`config.mk`:
```
export PLATFORM = sky130hd
export DESIGN_NAME = vvfc_face_unit
export DESIGN_NICKNAME = d
export VERILOG_FILES = /design/src/sv/voxel_visible_face_culler_defines.svh /design/src/sv/vvfc_pkg.sv /design/src/sv/vvfc_face_unit.sv
export SDC_FILE = /design/constraint.sdc
export NUM_CORES = 1
export LEC_CHECK = 0
export CORE_AREA = 2 2 39 41
export DETAILED_ROUTE_END_ITERATION = 10
export DIE_AREA = 0 0 41 43
export DONT_BUFFER_PORTS = 1
export SLEW_MARGIN = 20
export SYNTH_ARGS = -nofsm -noshare
export SYNTH_HDL_FRONTEND = slang
export SYNTH_SLANG_ARGS = --single-unit
```
`constraint.sdc`:
```
create_clock -name vclk -period 3.2
set_input_delay 0.16 -clock vclk [all_inputs]
set_output_delay 0.16 -clock vclk [all_outputs]
set_load 0.01 [all_outputs]
```
`src/sv/voxel_visible_face_culler_defines.svh`:
```
// ----------------------------------------------------------------------------
// voxel visible face culler assertion macros
// shared property wrappers, clocked on i_clk and held off while i_rst_n is low
// ----------------------------------------------------------------------------
`ifndef VOXEL_VISIBLE_FACE_CULLER_DEFINES_SVH
`define VOXEL_VISIBLE_FACE_CULLER_DEFINES_SVH

// same-cycle implication
`define VVFC_ASSERT_IMPL(label, ante, cons) \
    label: assert property (@(posedge i_clk) disable iff (!i_rst_n) (ante) |-> (cons)) \
        else $error("vvfc assertion failed");

// next-cycle implication
`define VVFC_ASSERT_NEXT(label, ante, cons) \
    label: assert property (@(posedge i_clk) disable iff (!i_rst_n) (ante) |=> (cons)) \
        else $error("vvfc assertion failed");

`endif

```
`src/sv/vvfc_pkg.sv`:
```
// ----------------------------------------------------------------------------
// vvfc_pkg
// chunk geometry, codes, store interface types and face tables of the culler
// ----------------------------------------------------------------------------
`default_nettype none

package vvfc_pkg;

    localparam int SIZE_X = 16;
    localparam int SIZE_Y = 16;
    localparam int SIZE_Z = 16;

    // width of every coordinate field of a request
    localparam int CW = 4;

    localparam int BLOCK_DEPTH = SIZE_X * SIZE_Y * SIZE_Z;
    localparam int BAW         = $clog2(BLOCK_DEPTH);

    localparam int NUM_FACES      = 6;
    localparam int VERTS_PER_FACE = 6;
    localparam int PLANE_DEPTH    = NUM_FACES * (2 ** (2 * CW));
    localparam int PAW            = $clog2(PLANE_DEPTH);

    localparam int CLR_LEN = (BLOCK_DEPTH > PLANE_DEPTH) ? BLOCK_DEPTH : PLANE_DEPTH;
    localparam int CLW     = $clog2(CLR_LEN);

    typedef enum logic [1:0] {
        ACT_WRITE_BLOCK = 2'd0,
        ACT_WRITE_PLANE = 2'd1,
        ACT_SCAN        = 2'd2,
        ACT_NOP         = 2'd3
    } t_action;

    localparam logic [2:0] FACE_LEFT   = 3'd0;
    localparam logic [2:0] FACE_RIGHT  = 3'd1;
    localparam logic [2:0] FACE_FRONT  = 3'd2;
    localparam logic [2:0] FACE_BACK   = 3'd3;
    localparam logic [2:0] FACE_TOP    = 3'd4;
    localparam logic [2:0] FACE_BOTTOM = 3'd5;

    localparam logic REG_NEIGHBOR_PRESENT = 1'b0;

    typedef struct packed {
        logic           blk_we;
        logic [BAW-1:0] blk_waddr;
        logic [7:0]     blk_wdata;
        logic [BAW-1:0] blk_raddr;
        logic           pln_we;
        logic [PAW-1:0] pln_waddr;
        logic           pln_wdata;
        logic [PAW-1:0] pln_raddr;
    } t_store_req;

    typedef struct packed {
        logic           at_edge;
        logic [BAW-1:0] blk_addr;
        logic [PAW-1:0] pln_addr;
    } t_probe;

    function automatic logic [BAW-1:0] blk_addr(input logic [CW-1:0] x,
                                                input logic [CW-1:0] y,
                                                input logic [CW-1:0] z);
        return BAW'((32'(x) * SIZE_Y + 32'(y)) * SIZE_Z + 32'(z));
    endfunction

    function automatic logic [PAW-1:0] pln_addr(input logic [2:0]    side,
                                                input logic [CW-1:0] u,
                                                input logic [CW-1:0] v);
        return PAW'({side, u, v});
    endfunction

    // {nx, ny, nz}, two bits each
    function automatic logic [5:0] face_normal(input logic [2:0] f);
        logic [5:0] n;
        unique case (f)
            FACE_LEFT:   n = {2'b11, 2'b00, 2'b00};
            FACE_RIGHT:  n = {2'b01, 2'b00, 2'b00};
            FACE_FRONT:  n = {2'b00, 2'b00, 2'b01};
            FACE_BACK:   n = {2'b00, 2'b00, 2'b11};
            FACE_TOP:    n = {2'b00, 2'b01, 2'b00};
            FACE_BOTTOM: n = {2'b00, 2'b11, 2'b00};
            default:     n = '0;
        endcase
        return n;
    endfunction

    // corner offset {dx, dy, dz} of vertex k of face f, vertex 0 in the low bits
    function automatic logic [2:0] face_corner(input logic [2:0] f, input logic [2:0] k);
        logic [17:0] row;
        unique case (f)
            FACE_LEFT:   row = {3'b011, 3'b001, 3'b010, 3'b010, 3'b001, 3'b000};
            FACE_RIGHT:  row = {3'b110, 3'b100, 3'b111, 3'b111, 3'b100, 3'b101};
            FACE_FRONT:  row = {3'b111, 3'b101, 3'b011, 3'b011, 3'b101, 3'b001};
            FACE_BACK:   row = {3'b010, 3'b000, 3'b110, 3'b110, 3'b000, 3'b100};
            FACE_TOP:    row = {3'b110, 3'b111, 3'b010, 3'b010, 3'b111, 3'b011};
            FACE_BOTTOM: row = {3'b101, 3'b100, 3'b001, 3'b001, 3'b100, 3'b000};
            default:     row = '0;
        endcase
        return row[k*3 +: 3];
    endfunction

    function automatic logic [2:0] first_face(input logic [NUM_FACES-1:0] mask);
        logic [2:0] r;
        r = '0;
        for (int i = NUM_FACES - 1; i >= 0; i--) begin
            if (mask[i]) begin
                r = 3'(i);
            end
        end
        return r;
    endfunction

endpackage

`default_nettype wire

```
`src/sv/vvfc_face_unit.sv`:
```
// ----------------------------------------------------------------------------
// vvfc_face_unit
// shared neighbour unit: one step along the face axis, edge test, store addresses
// ----------------------------------------------------------------------------
`default_nettype none

module vvfc_face_unit
    import vvfc_pkg::*;
(
    input  var logic [CW-1:0] i_x,
    input  var logic [CW-1:0] i_y,
    input  var logic [CW-1:0] i_z,
    input  var logic [2:0]    i_face,
    output t_probe            o_probe
);

    logic [1:0]    w_axis;
    logic          w_up;
    logic [31:0]   w_lim;
    logic [CW-1:0] w_c;
    logic [CW-1:0] w_nc;
    logic [CW-1:0] w_nx;
    logic [CW-1:0] w_ny;
    logic [CW-1:0] w_nz;
    logic [CW-1:0] w_u;
    logic [CW-1:0] w_v;

    always_comb begin
        unique case (i_face)
            FACE_LEFT: begin
                w_axis = 2'd0; w_up = 1'b0; w_lim = 32'(SIZE_X - 1);
            end
            FACE_RIGHT: begin
                w_axis = 2'd0; w_up = 1'b1; w_lim = 32'(SIZE_X - 1);
            end
            FACE_FRONT: begin
                w_axis = 2'd2; w_up = 1'b1; w_lim = 32'(SIZE_Z - 1);
            end
            FACE_BACK: begin
                w_axis = 2'd2; w_up = 1'b0; w_lim = 32'(SIZE_Z - 1);
            end
            FACE_TOP: begin
                w_axis = 2'd1; w_up = 1'b1; w_lim = 32'(SIZE_Y - 1);
            end
            default: begin
                w_axis = 2'd1; w_up = 1'b0; w_lim = 32'(SIZE_Y - 1);
            end
        endcase

        unique case (w_axis)
            2'd0:    w_c = i_x;
            2'd1:    w_c = i_y;
            default: w_c = i_z;
        endcase

        w_nc = w_up ? (w_c + CW'(1)) : (w_c - CW'(1));

        w_nx = (w_axis == 2'd0) ? w_nc : i_x;
        w_ny = (w_axis == 2'd1) ? w_nc : i_y;
        w_nz = (w_axis == 2'd2) ? w_nc : i_z;

        // plane coordinates of the facing cell in the neighbour chunk
        if (i_face == FACE_LEFT || i_face == FACE_RIGHT) begin
            w_u = i_y; w_v = i_z;
        end else if (i_face == FACE_FRONT || i_face == FACE_BACK) begin
            w_u = i_x; w_v = i_y;
        end else begin
            w_u = i_x; w_v = i_z;
        end

        o_probe.at_edge  = w_up ? (32'(w_c) == w_lim) : (w_c == '0);
        o_probe.blk_addr = blk_addr(w_nx, w_ny, w_nz);
        o_probe.pln_addr = pln_addr(i_face, w_u, w_v);
    end

endmodule

`default_nettype wire

```
# == Word-level counts from Yosys, hierarchy flattened ==
# Cells that the tools add are included.
# classes
div,0
add_sub_neg,4
n_reduce_logical,8
mul,0
n_eq_ne,7
n_lt_le_gt_ge,0
bitwise,0
n_shift,0
muxes,11
# ops
operator,count
4-bit two-way mux,7
12-bit by 4-bit adder with 12-bit output,1
8-bit by 4-bit adder with 8-bit output,1
4-bit case mux with 2 select lines,1
3-bit by 2-bit == test with 1-bit output (second input constant),2
4-bit by 1-bit adder with 4-bit output (second input constant),1
4-bit == test (second input constant),1
4-bit logical NOT,1
2-bit case mux with 2 select lines,1
2-bit OR reduction,2
4-bit by 1-bit subtractor with 4-bit output (second input constant),1
3-bit by 1-bit == test with 1-bit output (second input constant),1
3-bit == test (second input constant),1
3-bit logical NOT,1
3-bit OR reduction,1
2-bit by 1-bit == test with 1-bit output (second input constant),1
2-bit == test (second input constant),1
2-bit logical NOT,1
1-bit logical OR,2
1-bit two-way mux,2
# totals
latch_bits,0
mem_bits_ro,0
mem_count,0
mem_bits_rw,0
elab_cells,30
input_bits,15
out_inout_bits,24
register_bits,0

# == Depth between registers and ports, before layout ==
# Gate-level depths: netlist of the first run.
# logic_depth
word_depth,10
mapped_depth,11

# == Worst setup path after synthesis of the first run ==
# OpenSTA, ideal clock, no wires.
# synth_path
kind,input port to output port
start,input i_face[2]
end,output o_probe[14] (netlist name)
stages,11
t_required_ps,3040
setup_slack_ps,593
arrival_ps,2447
cell_sequence,buf_2 -> or2b_1 -> clkbuf_1 -> o22ai_1 -> inv_1 -> ha_1 -> a21oi_1 -> nand2_1 -> o21ai_2 -> or3b_1 -> xnor2_1
# synth_lines
item,line,text
from (decl),vvfc_face_unit.sv:13,"input var logic [2:0] i_face,"
to (decl),vvfc_face_unit.sv:14,output t_probe o_probe

==> run_results.csv, run 1 <==
group,metric,value,unit
power,pwr_density_cell,205,nW/um^2
yosys,ys_seq_area_frac,0,
timing,tightest_slew,373,ps
worst_hold_path,min_path_type,"primary input to primary output",
critical_path,endpoint,"o_probe[14]",
timing,hold_viol_final,0,
place,dp_hpwl,978,um
yosys,postSynthAreaPerCell,6.67,um^2
cells_and_area,final_common_cell,"nand2_1",
power,p_int,0.0415,mW
power,leakage,0.230,nW
cells_and_area,multi_input_area,477,um^2
routing,drtIter0Drc,5,
power,pwr-share-seq,0,
floorplanning,start_util,0.395,
global_route,grt_pass1_vias,442,
timing,clock.fmax,388,MHz
cells_and_area,finalInstanceArea,515,um^2
clock_tree,cts_resized,0,
run_status,status,"completed",
run,cap_violations,0,
routing,wl_per_cell,13.3,um
timing,slew_viol_final,0,
floorplanning,die-area,1760,um^2
cells_and_area,fillers,159,
critical_path,crit_type,"primary input to primary output",
cells_and_area,drive_gt1_frac,0.0946,
timing,rsz0062_at_grt,"no",
global_route,grt_antenna_before_repair,0,
yosys,ys_types,30,
global_route,grt_overflow,0,
floorplanning,coreArea,1380,um^2
critical_path,setup.worst_path.start,"i_face[1]",
cells_and_area,clockBufferCount,0,
global_route,grt_pass1_wl,1840,um
cells_and_area,register_area,0,um^2
routing,vias_per_cell,5.77,
critical_path,cp_max_fo,11,
cells_and_area,design.seq.count,0,
power,power.switching,0.0641,mW
global_route,grt_max_degree,19,
routing,routed-via-count,519,
floorplanning,rows,14,
cells_and_area,final_nets,94,
clock_tree,postCtsSetupBuffers,0,
floorplanning,die_y,43,um
global_route,track_usage,0.138,
place,placed_area,515,um^2
cells_and_area,layout_common_cells,"nand2_1 (13), o21ai_0 (8), mux2i_1 (7)",
timing,finalSetupViolCount,0,
cells_and_area,area_delta_synth_final,-5.72,%
timing,finalSetupTns,0,ps
power,p_sw_frac,0.607,
routing,drc,0,
cells_and_area,final_util,0.373,
critical_path,worstPathArrival,2420,ps
place,globalplace.congestion,0.815,
timing,period_needed,2580,ps
power,p_comb_frac,1.000,
place,numPortBuffers,0,
worst_hold_path,min-delay-start,"i_face[1]",
power,peakVddDrop,52.9,uV
yosys,syn_nets,100,
power,p_clk_frac,0,
critical_path,worst_setup_path_start_kind,"primary input",
routing,ant_nets,0,
cells_and_area,num_antenna_cells,0,
routing,drt_first_pass_iters,4,
yosys,syn_inst,82,
timing,slew_headroom,0.749,
critical_path,critPathCaptureType,"primary output",
floorplanning,die-width,41,um
yosys,yosysWarnings,0,
critical_path,worstPathRequired,3040,ps
routing,wirelength,1200,um
clock_tree,cts_hold_buffers,0,
timing,hold_slack,320,ps
yosys,syn-cell-area,547,um^2
floorplanning,io-pin-count,39,
timing,fin_crit_sh,0.805,
==> cell type report <==
cell class         instances  area share
well taps                 16      0.0388
inverters                  5      0.0364
multi-input cells         69       0.925
==> Yosys cell counts (2+ instances only) <==
library cell	instances	area, um^2
xnor2_1	4	35.0
nand4_1	2	12.5
mux2i_1	7	70.1
buf_4	3	22.5
clkbuf_1	2	7.51
xor2_1	3	26.3
nor2_1	6	22.5
or4_1	2	15.0
buf_2	2	10.0
o21ai_0	8	40.0
ha_1	2	25.0
a21oi_1	5	25.0
nand2_1	13	48.8
o22ai_1	2	12.5
mux2_2	2	22.5
inv_1	5	18.8
==> how the worst min path moves through the flow <==
stage	to	slack, ps	cells past startpoint
detailed placement	o_probe[8]	320	0
global placement	o_probe[8]	320	0
floorplan	o_probe[15]	400	1
global route	o_probe[9]	320	0
CTS	o_probe[8]	320	0
finish	o_probe[9]	320	0
==> per-layer routing <==
metal	GRT usage	up-vias	part of all wire
met4	0	0	0
li1	-	271	-
met2	0.234	14	0.48
met3	0.0105	0	0.069
met5	0	-	0
met1	0.195	234	0.45
==> per-stage QoR <==
| step | cells | total power [mW] | setup WS (ps) |
|---|---|---|---|
| final | 90 | 0.106 | 625 |
| after global routing | 90 | 0.120 | 404 |
| after CTS | 90 | 0.106 | 617 |
| after detailed placement | 90 | 0.106 | 624 |
| after global placement | 90 | 0.106 | 659 |
| after floorplan | 82 | 0.104 | 593 |
==> kinds of logic (layout without fill, tap and decap cells) <==
family / Yosys count / after routing / synth area share
simple gates: 30 / 30 / 0.279
compound gates: 19 / 19 / 0.201
buf+inv: 13 / 5 / 0.128
mux: 10 / 10 / 0.197
xor+xnor: 7 / 7 / 0.112
fa+ha+maj: 3 / 3 / 0.0824
==> critical path: stages <==
cell     delay, ps
or2b_1         350
o22ai_1        280
inv_1          140
ha_1           380
a21oi_1        170
nand2_1        130
o21ai_2        160
or3b_1         380
xnor2_1        270
==> power by group through the flow <==
stage	clock, mW	sequential, mW	combinational, mW
2_1_floorplan	0	0	0.104
3_3_place_gp	0	0	0.106
3_5_place_dp	0	0	0.106
4_1_cts	0	0	0.106
5_1_grt	0	0	0.120
6_report	0	0	0.106
(Power assumes the default switching activity.)
==> inputs of run 2 (changes only) <==
Clock period 3.2 ns to 2.5 ns, I/O delays scaled along.
==> run 2 against run 1 <==
Compared with the run above:
- global-route usage up 0.072 points
- core utilization rose by 0.99 points
- critical path depth did not move
- hold slack worse by 70 ps
- critical endpoint unchanged
==> run_results.csv, run 2 (same netlist as run 1, synthesis figures left out) <==
group,metric,value,unit
cells_and_area,final_common_cell,"nand2_1",
routing,drc,0,
floorplanning,start_util,0.395,
cells_and_area,num_antenna_cells,0,
cells_and_area,design.seq.count,0,
routing,drtIter0Drc,12,
global_route,grt_busiest_layer,"met2",
cells_and_area,clockBufferCount,0,
critical_path,path_delay_family,"simple AND/OR/NAND/NOR gates",
timing,rsz0062_at_grt,"no",
floorplanning,die-width,41,um
global_route,grtUsageMet3,0.0105,
critical_path,crit_type,"primary input to primary output",
worst_hold_path,min-delay-start,"i_face[1]",
routing,vias_per_cell,5.80,
timing,slew_headroom,0.703,
global_route,grt_pass1_vias,463,
floorplanning,die_y,43,um
global_route,grt_max_degree,19,
critical_path,worst_setup_path_start_kind,"primary input",
timing,clock.fmax,450,MHz
timing,finalSetupTns,0,ps
global_route,grtUsageMet2,0.247,
global_route,grt_antenna_before_repair,0,
cells_and_area,layout_common_cells,"nand2_1 (13), o21ai_0 (8), mux2i_1 (7)",
timing,setup_ws,279,ps
clock_tree,cts_hold_buffers,0,
floorplanning,io-pin-count,39,
place,dp_hpwl,1000,um
timing,period_needed,2220,ps
critical_path,setup.worst_path.start,"i_face[1]",
timing,tightest_slew,441,ps
place,globalplace.congestion,0.795,
clock_tree,cts_resized,0,
cells_and_area,final_nets,95,
timing,slew_viol_final,0,
critical_path,path_buf_inv,1,
critical_path,critPathSlowestCell,"or3b_1",
run_status,status,"completed",
floorplanning,die-area,1760,um^2
power,leakage,0.236,nW
cells_and_area,register_area,0,um^2
routing,routed-via-count,528,
place,numPortBuffers,0,
global_route,grt_overflow,0,
power,peakVddDrop,66.1,uV
worst_hold_path,whs_path_depth,0,
place,post-place-ws,272,ps
cells_and_area,drive_gt1_frac,0.120,
cells_and_area,area_delta_synth_final,-3.20,%
global_route,track_usage,0.139,
global_route,grt_pass1_wl,1860,um
critical_path,cp_max_fo,10,
critical_path,critPathCaptureType,"primary output",
critical_path,slowest_delay,380,ps
routing,drt_first_pass_iters,4,
floorplanning,rows,14,
floorplanning,coreArea,1380,um^2
critical_path,path_depth,9,
power,pwr_density_cell,261,nW/um^2
critical_path,worstPathRequired,2380,ps
run,cap_violations,0,
routing,ant_nets,0,
critical_path,worstPathArrival,2100,ps
critical_path,worstPathCellList,"or2b_1 -> o22ai_2 -> inv_1 -> ha_1 -> a21oi_1 -> nand2_1 -> o21ai_2 -> or3b_1 -> xnor2_1",
clock_tree,postCtsSetupBuffers,0,
routing,wl_per_cell,13.5,um
timing,finalSetupViolCount,0,
timing,hold_viol_final,0,
routing,wirelength,1230,um
worst_hold_path,min_path_type,"primary input to primary output",
timing,fin_crit_sh,0.888,
global_route,met1_usage,0.184,
-- run 2: cell types whose count changed in the layout (fill, tap and decap cells not counted), sizes merged --
cell	previous run	this run
buf	0	1
-- run 2: final cells by class --
type               instances  area [um^2]
repair buffers             1         7.51
well taps                 16         20.0
multi-input cells         69          483
fillers                  151          855
inverters                  5         18.8
-- run 2: report_power, final --
group | internal, mW | switching (mW) | leakage (nW)
logic | 0.0549 | 0.0835 | 0.236
clock network | 0 | 0 | 0
registers | 0 | 0 | 0
-- run 2: through the flow --
stage          hold WS (ps)  cells  total power, mW   util  instance area [um^2]
2_1_floorplan           326     82            0.134      -                   553
3_3_place_gp            250     91            0.137  0.382                   529
3_5_place_dp            250     91            0.138  0.382                   529
4_1_cts                 250     91            0.139  0.382                   529
5_1_grt                 250     91            0.157  0.382                   529
6_report                250     91            0.138  0.382                   529
-- run 2: metal layers --
layer | part of all wire | routed length, um | vias up
met5 | 0 | 0 | -
li1 | - | - | 269
met2 | 0.52 | 633 | 14
met4 | 0 | 0 | 0
met3 | 0.056 | 69 | 0
met1 | 0.43 | 522 | 245
-- run 2: final timing paths --
kind | endpoint
hold / removal | o_probe[9]
setup / recovery | o_probe[14]
==> inputs of run 3 (changes only) <==
Clock period 2.5 ns to 2.35 ns, I/O delays scaled along.
==> run 3 against run 2 <==
Compared with the run above:
- sequential cell count did not move
- critical path depth rose by 1
- final cell count did not move
- routed wire length did not move
- global-route usage rose by 0.91 points
- first-iteration DRC count rose by 8.3%
- power rose by 13%
- combinational power rose by 13%
==> run_results.csv, run 3 (same netlist as run 1, synthesis figures left out) <==
group,metric,value,unit
run_status,status,"completed",
global_route,grt_max_degree,19,
timing,setup_ws,195,ps
global_route,grt_overflow,0,
power,pwr_density_cell,283,nW/um^2
run,cap_violations,0,
cells_and_area,final_util,0.397,
routing,drt_first_pass_iters,4,
critical_path,setup.worst_path.start,"i_face[1]",
place,dp_hpwl,1020,um
timing,tightest_slew,388,ps
critical_path,worstPathArrival,2040,ps
critical_path,worstPathRequired,2230,ps
place,post-place-ws,201,ps
routing,ant_nets,0,
routing,routed-via-count,545,
timing,clock.fmax,464,MHz
floorplanning,coreArea,1380,um^2
cells_and_area,final_common_cell,"nand2_1",
cells_and_area,drive_gt1_frac,0.147,
floorplanning,start_util,0.395,
timing,slew_headroom,0.739,
cells_and_area,area_delta_synth_final,0.458,%
cells_and_area,fillers,150,
routing,wirelength,1230,um
power,leakage,0.243,nW
floorplanning,die-width,41,um
critical_path,crit_type,"primary input to primary output",
place,numPortBuffers,0,
worst_hold_path,min_path_type,"primary input to primary output",
cells_and_area,layout_common_cells,"nand2_1 (13), o21ai_0 (8), mux2i_1 (7)",
cells_and_area,num_antenna_cells,0,
critical_path,critPathCaptureType,"primary output",
floorplanning,rows,14,
clock_tree,cts_resized,0,
critical_path,worst_setup_path_start_kind,"primary input",
global_route,grt_pass1_vias,488,
cells_and_area,design.seq.count,0,
floorplanning,io-pin-count,39,
place,globalplace.congestion,0.852,
timing,hold_viol_final,0,
cells_and_area,clockBufferCount,0,
routing,drc,0,
timing,finalSetupViolCount,0,
cells_and_area,register_area,0,um^2
routing,wl_per_cell,13.5,um
worst_hold_path,min-delay-start,"i_face[1]",
global_route,grt_pass1_wl,1990,um
cells_and_area,multi_input_area,503,um^2
power,peakVddDrop,78.9,uV
timing,rsz0062_at_grt,"no",
routing,vias_per_cell,5.99,
timing,fin_crit_sh,0.917,
floorplanning,die_y,43,um
power,p_total,0.156,mW
clock_tree,postCtsSetupBuffers,0,
cells_and_area,finalInstanceArea,549,um^2
place,placed_area,549,um^2
timing,finalSetupTns,0,ps
global_route,track_usage,0.148,
routing,drtIter0Drc,13,
timing,slew_viol_final,0,
critical_path,cp_max_fo,10,
clock_tree,cts_hold_buffers,0,
cells_and_area,final_nets,95,
timing,period_needed,2160,ps
global_route,grt_antenna_before_repair,0,
floorplanning,die-area,1760,um^2
-- run 3: cell counts in the layout (fill, tap and decap cells not counted) --
No cell type changed its count.
-- run 3: final cells by class --
class / instances / area share
Multi-Input combinational cell: 69 / 0.916
Tap cell: 16 / 0.0364
Inverter: 5 / 0.0342
Timing Repair Buffer: 1 / 0.0137
-- run 3: worst max-delay path: stages --
cell,delay [ps]
mux2i_1,150
nor2_1,50
a21oi_1,300
inv_1,90
ha_1,320
nand4_1,100
nand2_1,120
o21ai_2,160
or3b_1,400
xnor2_2,230
-- run 3: path summary, 6_finish.rpt --
kind	cells after the start	slack, ps	to
worst max-delay path	10	190	o_probe[14]
worst min-delay path	0	240	o_probe[9]
-- run 3: stage by stage --
step / hold WS, ps / std cells
6_report: 235 / 91
3_5_place_dp: 235 / 91
4_1_cts: 235 / 91
5_1_grt: 235 / 91
2_1_floorplan: 293 / 82
3_3_place_gp: 235 / 91
-- run 3: power by group --
group	internal, mW	switching (mW)	total, mW
combinational	0.0644	0.0914	0.156
clock	0	0	0
sequential	0	0	0
total	0.0644	0.0914	0.156
-- run 3: metal layers --
metal | share of wire | wire, um | track usage
met4 | 0 | 0 | 0.0133
met1 | 0.44 | 542 | 0.217
met2 | 0.50 | 617 | 0.241
met3 | 0.053 | 65 | 0.00524
met5 | 0 | 0 | 0
